$ cat src/clkpr_pkg.sv
// ============================================================================
// Clock page replacement package
// Shared sizes, the sequencer state type and the shared step unit structs.
// ============================================================================
`default_nettype none

package clkpr_pkg;

    localparam int FRAMES    = 16;
    localparam int PAGE_BITS = 20;
    localparam int IDX_BITS  = $clog2(FRAMES);
    localparam int CNT_BITS  = $clog2(FRAMES + 1);
    localparam int CFG_BITS  = 5;
    localparam int FAULT_BITS = 32;

    localparam logic [CFG_BITS-1:0] CFG_RESET = CFG_BITS'(16);

    typedef enum logic [2:0] {
        ST_IDLE,
        ST_SCAN,
        ST_SWEEP,
        ST_EVICT,
        ST_FINISH
    } state_t;

    // Operands of the shared compare and index step unit.
    typedef struct packed {
        logic [CNT_BITS-1:0]  idx;
        logic [CNT_BITS-1:0]  scan_limit;
        logic [CNT_BITS-1:0]  wrap_limit;
        logic [PAGE_BITS-1:0] page;
        logic [PAGE_BITS-1:0] stored;
    } step_in_t;

    // Results of the shared compare and index step unit.
    typedef struct packed {
        logic                 match;
        logic                 in_range;
        logic [CNT_BITS-1:0]  idx_inc;
        logic [IDX_BITS-1:0]  idx_wrap;
    } step_out_t;

endpackage

`default_nettype wire

$ cat src/clkpr_if.sv
// ============================================================================
// Clock page replacement channels
// Valid/ready channels for page references, results and configuration.
// ============================================================================
`default_nettype none

interface clkpr_req_if import clkpr_pkg::*; ();
    logic                 valid;
    logic                 ready;
    logic [PAGE_BITS-1:0] page_number;

    modport source (output valid, output page_number, input ready);
    modport sink   (input valid, input page_number, output ready);
endinterface

interface clkpr_rsp_if import clkpr_pkg::*; ();
    logic                  valid;
    logic                  ready;
    logic                  hit;
    logic [IDX_BITS-1:0]   frame_index;
    logic                  evicted_valid;
    logic [PAGE_BITS-1:0]  evicted_page;
    logic [FAULT_BITS-1:0] fault_total;

    modport source (output valid, output hit, output frame_index, output evicted_valid,
                    output evicted_page, output fault_total, input ready);
    modport sink   (input valid, input hit, input frame_index, input evicted_valid,
                    input evicted_page, input fault_total, output ready);
endinterface

interface clkpr_cfg_if import clkpr_pkg::*; ();
    logic                valid;
    logic                ready;
    logic [CFG_BITS-1:0] frames_in_use;

    modport source (output valid, output frames_in_use, input ready);
    modport sink   (input valid, input frames_in_use, output ready);
endinterface

`default_nettype wire

$ cat src/clock_page_replacement.sv
// ============================================================================
// Clock page replacement
// Second-chance frame table with a sequenced lookup and hand sweep.
// ============================================================================
// Steps: an accept step, a lookup over min(filled, active) frames, then on a
// full-table miss a hand sweep and one page read, then a commit step that
// waits for a free output slot; one item at a time. The lookup walks the frame
// RAM's single read port one frame per cycle; the sweep walks the use bits.
// Reset clears use bits, fill count, hand, fault count and frames_in_use = 16.
`default_nettype none

module clock_page_replacement import clkpr_pkg::*; (
    input  wire logic  clk,
    input  wire logic  rst_n,
    clkpr_req_if.sink  req,
    clkpr_rsp_if.source rsp,
    clkpr_cfg_if.sink  cfg
);

    // Sequencer and table state.
    state_t                state_reg,    state_next;
    logic [CNT_BITS-1:0]   idx_reg,      idx_next;
    logic                  cmp_valid_reg, cmp_valid_next;
    logic [IDX_BITS-1:0]   cmp_idx_reg,  cmp_idx_next;
    logic [IDX_BITS-1:0]   frame_reg,    frame_next;
    logic                  hit_reg,      hit_next;
    logic                  evict_reg,    evict_next;
    logic [PAGE_BITS-1:0]  ev_page_reg,  ev_page_next;
    logic [PAGE_BITS-1:0]  page_reg,     page_next;
    logic [FRAMES-1:0]     use_reg,      use_next;
    logic [CNT_BITS-1:0]   filled_reg,   filled_next;
    logic [IDX_BITS-1:0]   hand_reg,     hand_next;
    logic [FAULT_BITS-1:0] fault_reg,    fault_next;
    logic [CFG_BITS-1:0]   cfg_reg;

    // Output register, which lets the next item in while a result waits.
    logic                  out_valid_reg, out_valid_next;
    logic                  out_hit_reg,   out_hit_next;
    logic [IDX_BITS-1:0]   out_frame_reg, out_frame_next;
    logic                  out_ev_reg,    out_ev_next;
    logic [PAGE_BITS-1:0]  out_evp_reg,   out_evp_next;
    logic [FAULT_BITS-1:0] out_fault_reg, out_fault_next;

    logic [CNT_BITS-1:0]   n_active;
    logic [CNT_BITS-1:0]   valid_cnt;
    logic                  ram_we;
    logic [PAGE_BITS-1:0]  ram_rdata;
    logic [FAULT_BITS-1:0] fault_inc;
    logic                  slot_free;
    step_in_t              step_op;
    step_out_t             step_res;

    // The register acts as 1 when zero and is clipped to the built frame count.
    always_comb
    begin
        if (cfg_reg == '0)
        begin
            n_active = CNT_BITS'(1);
        end
        else if (cfg_reg > CFG_BITS'(FRAMES))
        begin
            n_active = CNT_BITS'(FRAMES);
        end
        else
        begin
            n_active = CNT_BITS'(cfg_reg);
        end
        valid_cnt = (filled_reg < n_active) ? filled_reg : n_active;
    end

    assign fault_inc = (fault_reg == '1) ? fault_reg : fault_reg + FAULT_BITS'(1);
    assign slot_free = !out_valid_reg || rsp.ready;

    always_comb
    begin
        step_op.idx        = idx_reg;
        step_op.scan_limit = valid_cnt;
        step_op.wrap_limit = n_active;
        step_op.page       = page_reg;
        step_op.stored     = ram_rdata;
    end

    clkpr_step_unit u_step (
        .op  (step_op),
        .res (step_res)
    );

    // Frame page store; its read data is only used at frames that have been filled.
    clkpr_ram #(
        .WIDTH (PAGE_BITS),
        .DEPTH (FRAMES)
    ) u_frames (
        .clk   (clk),
        .we    (ram_we),
        .waddr (frame_reg),
        .wdata (page_reg),
        .raddr (idx_reg[IDX_BITS-1:0]),
        .rdata (ram_rdata)
    );

    assign req.ready = (state_reg == ST_IDLE);
    assign cfg.ready = 1'b1;

    assign rsp.valid         = out_valid_reg;
    assign rsp.hit           = out_hit_reg;
    assign rsp.frame_index   = out_frame_reg;
    assign rsp.evicted_valid = out_ev_reg;
    assign rsp.evicted_page  = out_evp_reg;
    assign rsp.fault_total   = out_fault_reg;

    always_comb
    begin
        state_next     = state_reg;
        idx_next       = idx_reg;
        cmp_valid_next = cmp_valid_reg;
        cmp_idx_next   = cmp_idx_reg;
        frame_next     = frame_reg;
        hit_next       = hit_reg;
        evict_next     = evict_reg;
        ev_page_next   = ev_page_reg;
        page_next      = page_reg;
        use_next       = use_reg;
        filled_next    = filled_reg;
        hand_next      = hand_reg;
        fault_next     = fault_reg;
        ram_we         = 1'b0;

        out_valid_next = out_valid_reg && !rsp.ready;
        out_hit_next   = out_hit_reg;
        out_frame_next = out_frame_reg;
        out_ev_next    = out_ev_reg;
        out_evp_next   = out_evp_reg;
        out_fault_next = out_fault_reg;

        unique case (state_reg)
            ST_IDLE:
            begin
                if (req.valid)
                begin
                    page_next      = req.page_number;
                    idx_next       = '0;
                    cmp_valid_next = 1'b0;
                    state_next     = ST_SCAN;
                end
            end

            // One RAM read is issued per cycle and its data is compared in the next cycle.
            ST_SCAN:
            begin
                if (cmp_valid_reg && step_res.match)
                begin
                    hit_next     = 1'b1;
                    evict_next   = 1'b0;
                    ev_page_next = '0;
                    frame_next   = cmp_idx_reg;
                    state_next   = ST_FINISH;
                end
                else if (step_res.in_range)
                begin
                    cmp_valid_next = 1'b1;
                    cmp_idx_next   = idx_reg[IDX_BITS-1:0];
                    idx_next       = step_res.idx_inc;
                end
                else
                begin
                    hit_next       = 1'b0;
                    cmp_valid_next = 1'b0;
                    if (filled_reg < n_active)
                    begin
                        evict_next   = 1'b0;
                        ev_page_next = '0;
                        frame_next   = filled_reg[IDX_BITS-1:0];
                        state_next   = ST_FINISH;
                    end
                    else
                    begin
                        // A hand left beyond the active count starts over at zero.
                        idx_next   = (CNT_BITS'(hand_reg) >= n_active) ? '0
                                                                       : CNT_BITS'(hand_reg);
                        state_next = ST_SWEEP;
                    end
                end
            end

            // Clear set use bits until a frame without one turns up.
            ST_SWEEP:
            begin
                if (!use_reg[idx_reg[IDX_BITS-1:0]])
                begin
                    evict_next = 1'b1;
                    frame_next = idx_reg[IDX_BITS-1:0];
                    state_next = ST_EVICT;
                end
                else
                begin
                    use_next[idx_reg[IDX_BITS-1:0]] = 1'b0;
                    idx_next = CNT_BITS'(step_res.idx_wrap);
                end
            end

            ST_EVICT:
            begin
                ev_page_next = ram_rdata;
                state_next   = ST_FINISH;
            end

            // All table updates bar sweep clears land together once a slot is free.
            ST_FINISH:
            begin
                if (slot_free)
                begin
                    use_next[frame_reg] = 1'b1;
                    if (!hit_reg)
                    begin
                        ram_we     = 1'b1;
                        fault_next = fault_inc;
                        if (evict_reg)
                        begin
                            hand_next = step_res.idx_wrap;
                        end
                        else
                        begin
                            filled_next = filled_reg + CNT_BITS'(1);
                        end
                    end
                    out_valid_next = 1'b1;
                    out_hit_next   = hit_reg;
                    out_frame_next = frame_reg;
                    out_ev_next    = evict_reg;
                    out_evp_next   = ev_page_reg;
                    out_fault_next = hit_reg ? fault_reg : fault_inc;
                    state_next     = ST_IDLE;
                end
            end

            default:
            begin
                state_next = ST_IDLE;
            end
        endcase
    end

    always_ff @(posedge clk or negedge rst_n)
    begin
        if (!rst_n)
        begin
            state_reg     <= ST_IDLE;
            cmp_valid_reg <= 1'b0;
            use_reg       <= '0;
            filled_reg    <= '0;
            hand_reg      <= '0;
            fault_reg     <= '0;
            cfg_reg       <= CFG_RESET;
            out_valid_reg <= 1'b0;
        end
        else
        begin
            state_reg     <= state_next;
            cmp_valid_reg <= cmp_valid_next;
            use_reg       <= use_next;
            filled_reg    <= filled_next;
            hand_reg      <= hand_next;
            fault_reg     <= fault_next;
            out_valid_reg <= out_valid_next;
            if (cfg.valid)
            begin
                cfg_reg <= cfg.frames_in_use;
            end
        end
    end

    always_ff @(posedge clk)
    begin
        idx_reg       <= idx_next;
        cmp_idx_reg   <= cmp_idx_next;
        frame_reg     <= frame_next;
        hit_reg       <= hit_next;
        evict_reg     <= evict_next;
        ev_page_reg   <= ev_page_next;
        page_reg      <= page_next;
        out_hit_reg   <= out_hit_next;
        out_frame_reg <= out_frame_next;
        out_ev_reg    <= out_ev_next;
        out_evp_reg   <= out_evp_next;
        out_fault_reg <= out_fault_next;
    end

    // A new result only appears out of the commit step.
    a_result_from_finish: assert property (@(posedge clk) disable iff (!rst_n)
        $rose(out_valid_reg) |-> $past(state_reg) == ST_FINISH)
        else $error("result appeared outside the commit step");

    // A reference never both hits and evicts.
    a_hit_no_evict: assert property (@(posedge clk) disable iff (!rst_n)
        out_valid_reg |-> !(out_hit_reg && out_ev_reg))
        else $error("hit reported together with an eviction");

    // The hand only sweeps over a full table.
    a_sweep_when_full: assert property (@(posedge clk) disable iff (!rst_n)
        state_reg == ST_SWEEP |-> filled_reg >= n_active)
        else $error("sweep started before the table was full");

    // The fill count stays within the built frames.
    a_fill_bound: assert property (@(posedge clk) disable iff (!rst_n)
        filled_reg <= CNT_BITS'(FRAMES))
        else $error("fill count beyond the frame table");

endmodule

`default_nettype wire

$ cat src/clkpr_ram.sv
// ============================================================================
// Generic RAM
// One write port and one read port with registered read data.
// ============================================================================
`default_nettype none

module clkpr_ram #(
    parameter int WIDTH = 8,
    parameter int DEPTH = 16
) (
    input  wire logic                                     clk,
    input  wire logic                                     we,
    input  wire logic [((DEPTH > 1) ? $clog2(DEPTH) : 1)-1:0] waddr,
    input  wire logic [WIDTH-1:0]                         wdata,
    input  wire logic [((DEPTH > 1) ? $clog2(DEPTH) : 1)-1:0] raddr,
    output logic      [WIDTH-1:0]                         rdata
);

    logic [WIDTH-1:0] mem [DEPTH];

    always_ff @(posedge clk)
    begin
        if (we)
        begin
            mem[waddr] <= wdata;
        end
        rdata <= mem[raddr];
    end

endmodule

`default_nettype wire

$ cat src/clkpr_step_unit.sv
// ============================================================================
// Clock page replacement step unit
// Shared page compare, range check and wrapping index increment.
// ============================================================================
`default_nettype none

module clkpr_step_unit import clkpr_pkg::*; (
    input  wire step_in_t  op,
    output step_out_t      res
);

    logic [CNT_BITS-1:0] inc;

    always_comb
    begin
        inc          = op.idx + CNT_BITS'(1);
        res.match    = (op.stored == op.page);
        res.in_range = (op.idx < op.scan_limit);
        res.idx_inc  = inc;
        res.idx_wrap = (inc == op.wrap_limit) ? '0 : inc[IDX_BITS-1:0];
    end

endmodule

`default_nettype wire

$ cat src/flat_wrapper.sv
// flat-port wrapper written by rule: the top's interface ports become plain ports
module clock_page_replacement_flat import clkpr_pkg::*;
  (clk, rst_n, req_valid, req_page_number, req_ready, rsp_valid, rsp_hit, rsp_frame_index, rsp_evicted_valid, rsp_evicted_page, rsp_fault_total, rsp_ready, cfg_valid, cfg_frames_in_use, cfg_ready);
  clkpr_req_if req_i ();
  clkpr_rsp_if rsp_i ();
  clkpr_cfg_if cfg_i ();
  input  wire logic clk;
  input  wire logic rst_n;
  input wire logic [$bits(req_i.valid)-1:0] req_valid;
  input wire logic [$bits(req_i.page_number)-1:0] req_page_number;
  output wire logic [$bits(req_i.ready)-1:0] req_ready;
  output wire logic [$bits(rsp_i.valid)-1:0] rsp_valid;
  output wire logic [$bits(rsp_i.hit)-1:0] rsp_hit;
  output wire logic [$bits(rsp_i.frame_index)-1:0] rsp_frame_index;
  output wire logic [$bits(rsp_i.evicted_valid)-1:0] rsp_evicted_valid;
  output wire logic [$bits(rsp_i.evicted_page)-1:0] rsp_evicted_page;
  output wire logic [$bits(rsp_i.fault_total)-1:0] rsp_fault_total;
  input wire logic [$bits(rsp_i.ready)-1:0] rsp_ready;
  input wire logic [$bits(cfg_i.valid)-1:0] cfg_valid;
  input wire logic [$bits(cfg_i.frames_in_use)-1:0] cfg_frames_in_use;
  output wire logic [$bits(cfg_i.ready)-1:0] cfg_ready;
  assign req_i.valid = req_valid;
  assign req_i.page_number = req_page_number;
  assign req_ready = req_i.ready;
  assign rsp_valid = rsp_i.valid;
  assign rsp_hit = rsp_i.hit;
  assign rsp_frame_index = rsp_i.frame_index;
  assign rsp_evicted_valid = rsp_i.evicted_valid;
  assign rsp_evicted_page = rsp_i.evicted_page;
  assign rsp_fault_total = rsp_i.fault_total;
  assign rsp_i.ready = rsp_ready;
  assign cfg_i.valid = cfg_valid;
  assign cfg_i.frames_in_use = cfg_frames_in_use;
  assign cfg_ready = cfg_i.ready;
  clock_page_replacement u_core (.clk(clk), .rst_n(rst_n), .req(req_i), .rsp(rsp_i), .cfg(cfg_i));
endmodule
$ cat config.mk
export PLATFORM = sky130hd
export DESIGN_NAME = clock_page_replacement_flat
export DESIGN_NICKNAME = d
export VERILOG_FILES = /design/src/clkpr_pkg.sv /design/src/clkpr_if.sv /design/src/clock_page_replacement.sv /design/src/clkpr_ram.sv /design/src/clkpr_step_unit.sv /design/src/flat_wrapper.sv
export SDC_FILE = /design/constraint.sdc
export NUM_CORES = 1
export LEC_CHECK = 0
export ABC_AREA = 1
export BUFFER_PORTS_ARGS = -buffer_cell sky130_fd_sc_hd__buf_4
export CAP_MARGIN = 20
export CORE_MARGIN = 2
export CORE_UTILIZATION = 45
export CTS_CLUSTER_DIAMETER = 40
export DETAILED_ROUTE_END_ITERATION = 10
export SLEW_MARGIN = 25
export SYNTH_ARGS = -nofsm -noshare
export SYNTH_HDL_FRONTEND = slang
export SYNTH_SLANG_ARGS = --single-unit
$ cat constraint.sdc
create_clock -name clk -period 3.9 [get_ports clk]
set_input_delay 0.78 -clock clk [delete_from_list [all_inputs] [get_ports clk]]
set_output_delay 0.78 -clock clk [all_outputs]
set_load 0.01 [all_outputs]
---- After elaboration in Yosys (flattened, before gate mapping) ----
Memory sizes are Yosys's and may differ from the RTL's. A register that Yosys moved wholly into a read port is not among the register bits.
Index checks and enable logic that the tools add are counted.
word-level totals
  logic and storage cells ................. 135
  output and inout bits ................... 61
  RAM bits ................................ 320
  flip-flop bits (word level) ............. 180
  memories kept ........................... 1
memory list
  memory               depth  bits a word  rd ports  clocked after memory_dff  wr ports  line             source
  u_core.u_frames.mem  16     20           1         1                         1         clkpr_ram.sv:19  logic [WIDTH-1:0] mem [DEPTH];
cells by class
  bitwise gates (word level) .............. 6
  add/subtract/negate cells ............... 3
  order comparisons ....................... 8
  reductions and logical operators ........ 26
  equal/unequal tests ..................... 16
  multiplexer cells ....................... 55
operators with widths
  kind                                                                number
  2-to-1 mux 32 bit                                                   2
  2-to-1 mux 20 bit                                                   3
  2-to-1 mux 5 bit                                                    8
  case mux 20 bit (2 select lines)                                    1
  adder 32 x 1 -> 32 bit (second input constant)                      1
  == test 32 bit (second input constant)                              1
  2-to-1 mux 16 bit                                                   2
  case mux 16 bit (2 select lines)                                    1
  2-to-1 mux 4 bit                                                    6
  == test 20 bit                                                      1
  2-to-1 mux 1 bit                                                    18
  2-to-1 mux 3 bit                                                    6
  AND 16 bit                                                          1
  inverter 16 bit                                                     1
  OR 16 bit                                                           1
  AND reduction 4 bit                                                 4
  case mux 3 bit (5 select lines)                                     1
  case mux 5 bit (3 select lines)                                     1
  AND reduction 3 bit                                                 4
  adder 5 x 1 -> 5 bit (second input constant)                        2
  < comparator 4 x 5 -> 1 bit (second input constant)                 2
  < comparator 5 bit                                                  2
  demux 1 bit (select 4 bit)                                          2
  greater-or-equal comparator 4 x 1 -> 1 bit (second input constant)  2
  other kinds (24)                                                    41

---- Longest topological paths before layout ----
  depth in word-level cells ............... 9
  depth in mapped cells ................... 19
  mapped depth without buffers ............ 19

---- Cells and area by module ----
Synthesis repeated with hierarchy kept, for this count alone.
unflattened totals
  cell total of the unflattened synthesis .. 2454
  area, all modules ....................... 23672.7 um^2
modules (own cells, without submodules)
  module                  cells an instance  area each (um^2)  instances
  clkpr_ram               1336               14192.4           1
  clock_page_replacement  1010               8901.0            1
  clkpr_step_unit         108                579.3             1

---- Worst setup path before layout ----
OpenSTA, ideal clock, no wires.
  path kind ............................... reg-to-reg
  start point ............................. register u_core.cfg_reg[3]
  end point ............................... register u_core.ev_page_reg[0], enable pin
  required time ........................... 3.564 ns
  arrival ................................. 3.199 ns
  slack ................................... 0.365 ns
  stages on the path, launching flop included .. 19
  clock period less this slack ............ 3.535 ns
  cells stage by stage .................... dfrtp_1 > nor2_1 > nand2_1 > nand2_1 > nand2_1 > ha_1 > nand2_1 > o21a_1 > nand2_1 > inv_1 > nor2_1 > o21bai_1 > ha_1 > nand2_1 > nor2_1 > a211oi_1 > nand3_1 > nand2_1 > inv_1
on the way
  word-level cells in the longest chain between the ends .. 8
  elaborated cells between the ends (all ways) .. 10
  classes of those cells .................. order compare (3); eq/ne (2); mux (3); reduce/logical (2)
ends and longest elaborated chain
  element                                   line                                                         source
  start, declared                           clock_page_replacement.sv:34                                 logic [CFG_BITS-1:0] cfg_reg;
  start signal, assigned                    clock_page_replacement.sv:267                                cfg_reg <= cfg.frames_in_use;
  > comparator 5 bit                        clock_page_replacement.sv:60                                 else if (cfg_reg > CFG_BITS'(FRAMES))
  2-to-1 mux 5 bit                          clock_page_replacement.sv:60
  2-to-1 mux 5 bit (*)                      clock_page_replacement.sv:56                                 if (cfg_reg == '0)
  < comparator 5 bit                        clock_page_replacement.sv:68, clock_page_replacement.sv:168
  2-to-1 mux 5 bit                          clock_page_replacement.sv:68                                 valid_cnt = (filled_reg < n_active) ? filled_reg : n_active;
  < comparator 5 bit                        clkpr_step_unit.sv:18                                        res.in_range = (op.idx < op.scan_limit);
  inequality test 3 bit (no source line)    n/a
  AND reduction 3 bit (no source line) (*)  n/a
  end signal, assigned                      clock_page_replacement.sv:279                                ev_page_reg <= ev_page_next;
  end, declared                             clock_page_replacement.sv:28                                 logic [PAGE_BITS-1:0] ev_page_reg, ev_page_next;
Every way passes the cells marked *; elsewhere a longest branch is shown, timed or not.
A chain may end at the register's enable or synchronous reset.

---- Worst setup path in the final report ----
  start point ............................. register u_core.cfg_reg[4]
  end point ............................... register u_core.ev_page_reg[13], enable pin
Same word-level chain as after synthesis.

==> results.ini <==
[run_status]
status = completed

[grt]
grt.overflow.total = 0
antenna_found_initial = 1
grt_pass1_vias = 14700
grt.total_usage = 0.227
grt_max_degree = 101
grt_pass1_wl_um = 86800

[sta]
clock_skew_ns = 0.0288
setup_ws_ns = 0.376
finalHoldViolations = 0
slew-limit-headroom = 0.357
period_share = 0.904
final.min_clock_period_ns = 3.52
tightest_slew_ns = 0.965
rsz0062_at_grt = no
finalSetupViolations = 0
tns_ns = 0
slew_violations = 0
fmax_mhz = 284

[floorplanning]
dieArea_sq_um = 50600
die_w_um = 225
start_util = 0.453
ios = 91
dieHeight_um = 225
core_area_sq_um = 48500
rows = 81

[power]
p_total_mw = 20.4
ir_drop_v = 0.000399
power_leakage_nw = 9.73
p_per_area_nw_per_um2 = 779

[critical_path]
required_ns = 4.25
crit_type = reg -> reg
regToRegStartpoint = u_core.cfg_reg[4]
start_kind = flip-flop
r2r-end = u_core.ev_page_reg[13]
worstSetupEndpointType = flip-flop
cp_data_arrival_time_ns = 3.88
r2r_setup_slack_ns = 0.38
worstPathMaxFanout = 10
worstRegToRegCells = 17

[cts]
ctsHoldBuffers = 0
clk_pin_slew_ns = 0.05
numCtsBuffers = 76
h-tree-depth = 3
clock_sinks = 520
clk_latency_ns = 0.62
clockBufferDepth = 3
cts_tree = done
root_buffer = clkbuf_16

[synth]
ys_types = 51
synth-main-ff-cell = edfxtp_1
yosysSeqAreaShare = 0.686
ys_seq_elements = 520
syn_nets = 2042
syn_avg_cell_area_sq_um = 11.0
yosysWarnings = 0
synth-edff-count = 433
async_flop_share = 0.129
synthCells = 1994
syn-cell-area_sq_um = 22000

[route]
drc = 0
via_count = 15400
via_per_inst = 5.47
drt-wirelength-per-cell_um = 20.1
ant_nets = 0
drt_iter0_markers = 1376
routed_wl_um = 56400
drtPass1Iterations = 7

[placed_design]
dpl_worst_slack_ns = 0.115
dp_hpwl_um = 32700
port_buffers = 89
postPlaceCellArea_sq_um = 23500
gp_congestion = 0.882

[layout]
syn_to_final_growth_pct = 19.3
finalInstanceArea_sq_um = 26200
antennaDiodeCount = 0
finalNetCount = 2169
final_core_util = 0.540
largest_reg_flops = 320
drive_above_1_share = 0.151

[flow_run]
max_cap_violations = 0

[worst_hold_path]
hp-class = in -> async

[worst max path at each step]
stage	end	startpoint	slack (ns)	cells after the start
finish	u_core.ev_page_reg[13]	u_core.cfg_reg[4]	0.38	17
global route	u_core.ev_page_reg[10]	u_core.cfg_reg[4]	0.11	17
CTS	u_core.idx_reg[4]	u_core.cfg_reg[4]	0.09	16
detailed placement	u_core.idx_reg[4]	u_core.cfg_reg[4]	0.12	16
global placement	u_core.idx_reg[4]	u_core.cfg_reg[4]	0.28	16
floorplan	u_core.ev_page_reg[0]	u_core.cfg_reg[3]	0.36	18
[layout make-up]
cell class	instances	area [sq um]
fill	4096	22300
sequential	520	15100
multi-input combinational	1242	6110
clock buffer	87	1990
timing repair buffer	136	1040
tap	622	778
clock inverter	54	667
inverter	144	548
timing repair inverter	1	7.51
[through the flow]
step	hold slack, ns	std cells
finish	0.195	2806
detailed placement	0.406	2660
global route	0.238	2806
global placement	0.402	2660
CTS	0.313	2801
floorplan	0.400	1994
[critical path, stage by stage, from the launching register on]
cell        delay (ns)
dfstp_2           0.56
inv_1             0.13
nand2_1           0.20
ha_1              0.28
a21oi_1           0.13
o21a_1            0.14
nand2_1           0.07
buf_4             0.16
nand2_1           0.05
o21ai_0           0.08
ha_1              0.31
a21oi_1           0.14
nor2_1            0.07
a211oi_2          0.23
nand3_1           0.14
nand2_1           0.26
clkinvlp_4        0.12
buf_4             0.19
[synthesized netlist by cell type, types with 4 or more instances]
library cell	number	area (sq um)
o211ai_1	5	37.5
o22ai_1	80	500
o21ai_2	6	52.6
or2_2	5	31.3
o21ai_0	269	1350
dfrtp_1	66	1650
nand2_1	371	1390
xor2_1	20	175
edfxtp_1	433	13000
nor3_1	29	145
nor2_1	265	995
clkbuf_1	70	263
buf_2	10	50.1
nand4_1	35	219
xnor2_1	9	78.8
ha_1	18	225
nand3_1	56	280
inv_2	5	18.8
inv_1	137	514
o21ai_1	18	90.1
dfxtp_1	20	400
nor2_2	4	25.0
a21oi_1	14	70.1
nand2_2	4	25.0
[kinds of logic after synthesis]
group           share of synthesized area
simple gates                        0.149
flops                               0.686
compound gates                     0.0988
buf+inv                            0.0411
xor+xnor                           0.0130
fa+ha+maj                          0.0102
mux                               0.00154
other cells                      0.000171
[layer usage]
metal | GRT usage | vias to the layer above | wire, um
met1 | 0.316 | 7457 | 24600
met2 | 0.361 | 552 | 26600
met4 | 0.0765 | 2 | 1440
met5 | 0 | - | 13
li1 | - | 7242 | -
met3 | 0.0402 | 108 | 3760
[where the power goes]
| part | total [mW] | internal, mW | switching, mW |
|---|---|---|---|
| sequential | 7.83 | 7.15 | 0.675 |
| clock | 7.06 | 4.43 | 2.63 |
| combinational | 5.55 | 1.71 | 3.84 |
| total | 20.4 | 13.3 | 7.15 |
[what timing repair did]
item                       in CTS  in global routing
setup endpoints to repair       0                 25
resized for setup               0                  5
buffers inserted                0                  3
[placed cells by master (no fill, tap or decap), drive strengths merged, types with 3 or more instances in the layout]
cell type  count
bufinv        10
nor3          31
nand3b         3
inv          162
clkinvlp       8
o21ai        293
nand3         58
nand2        377
clkbuf        87
nor3b          3
o22ai         80
mux2           3
a21oi         14
nand4         35
ha            18
nor2         272
dfxtp         20
o211ai         5
buf          136
xor2          22
edfxtp       433
clkinv        19
or2            6
xnor2          9
dfrtp         66
No activity file was read; power rests on OpenSTA's default activity.
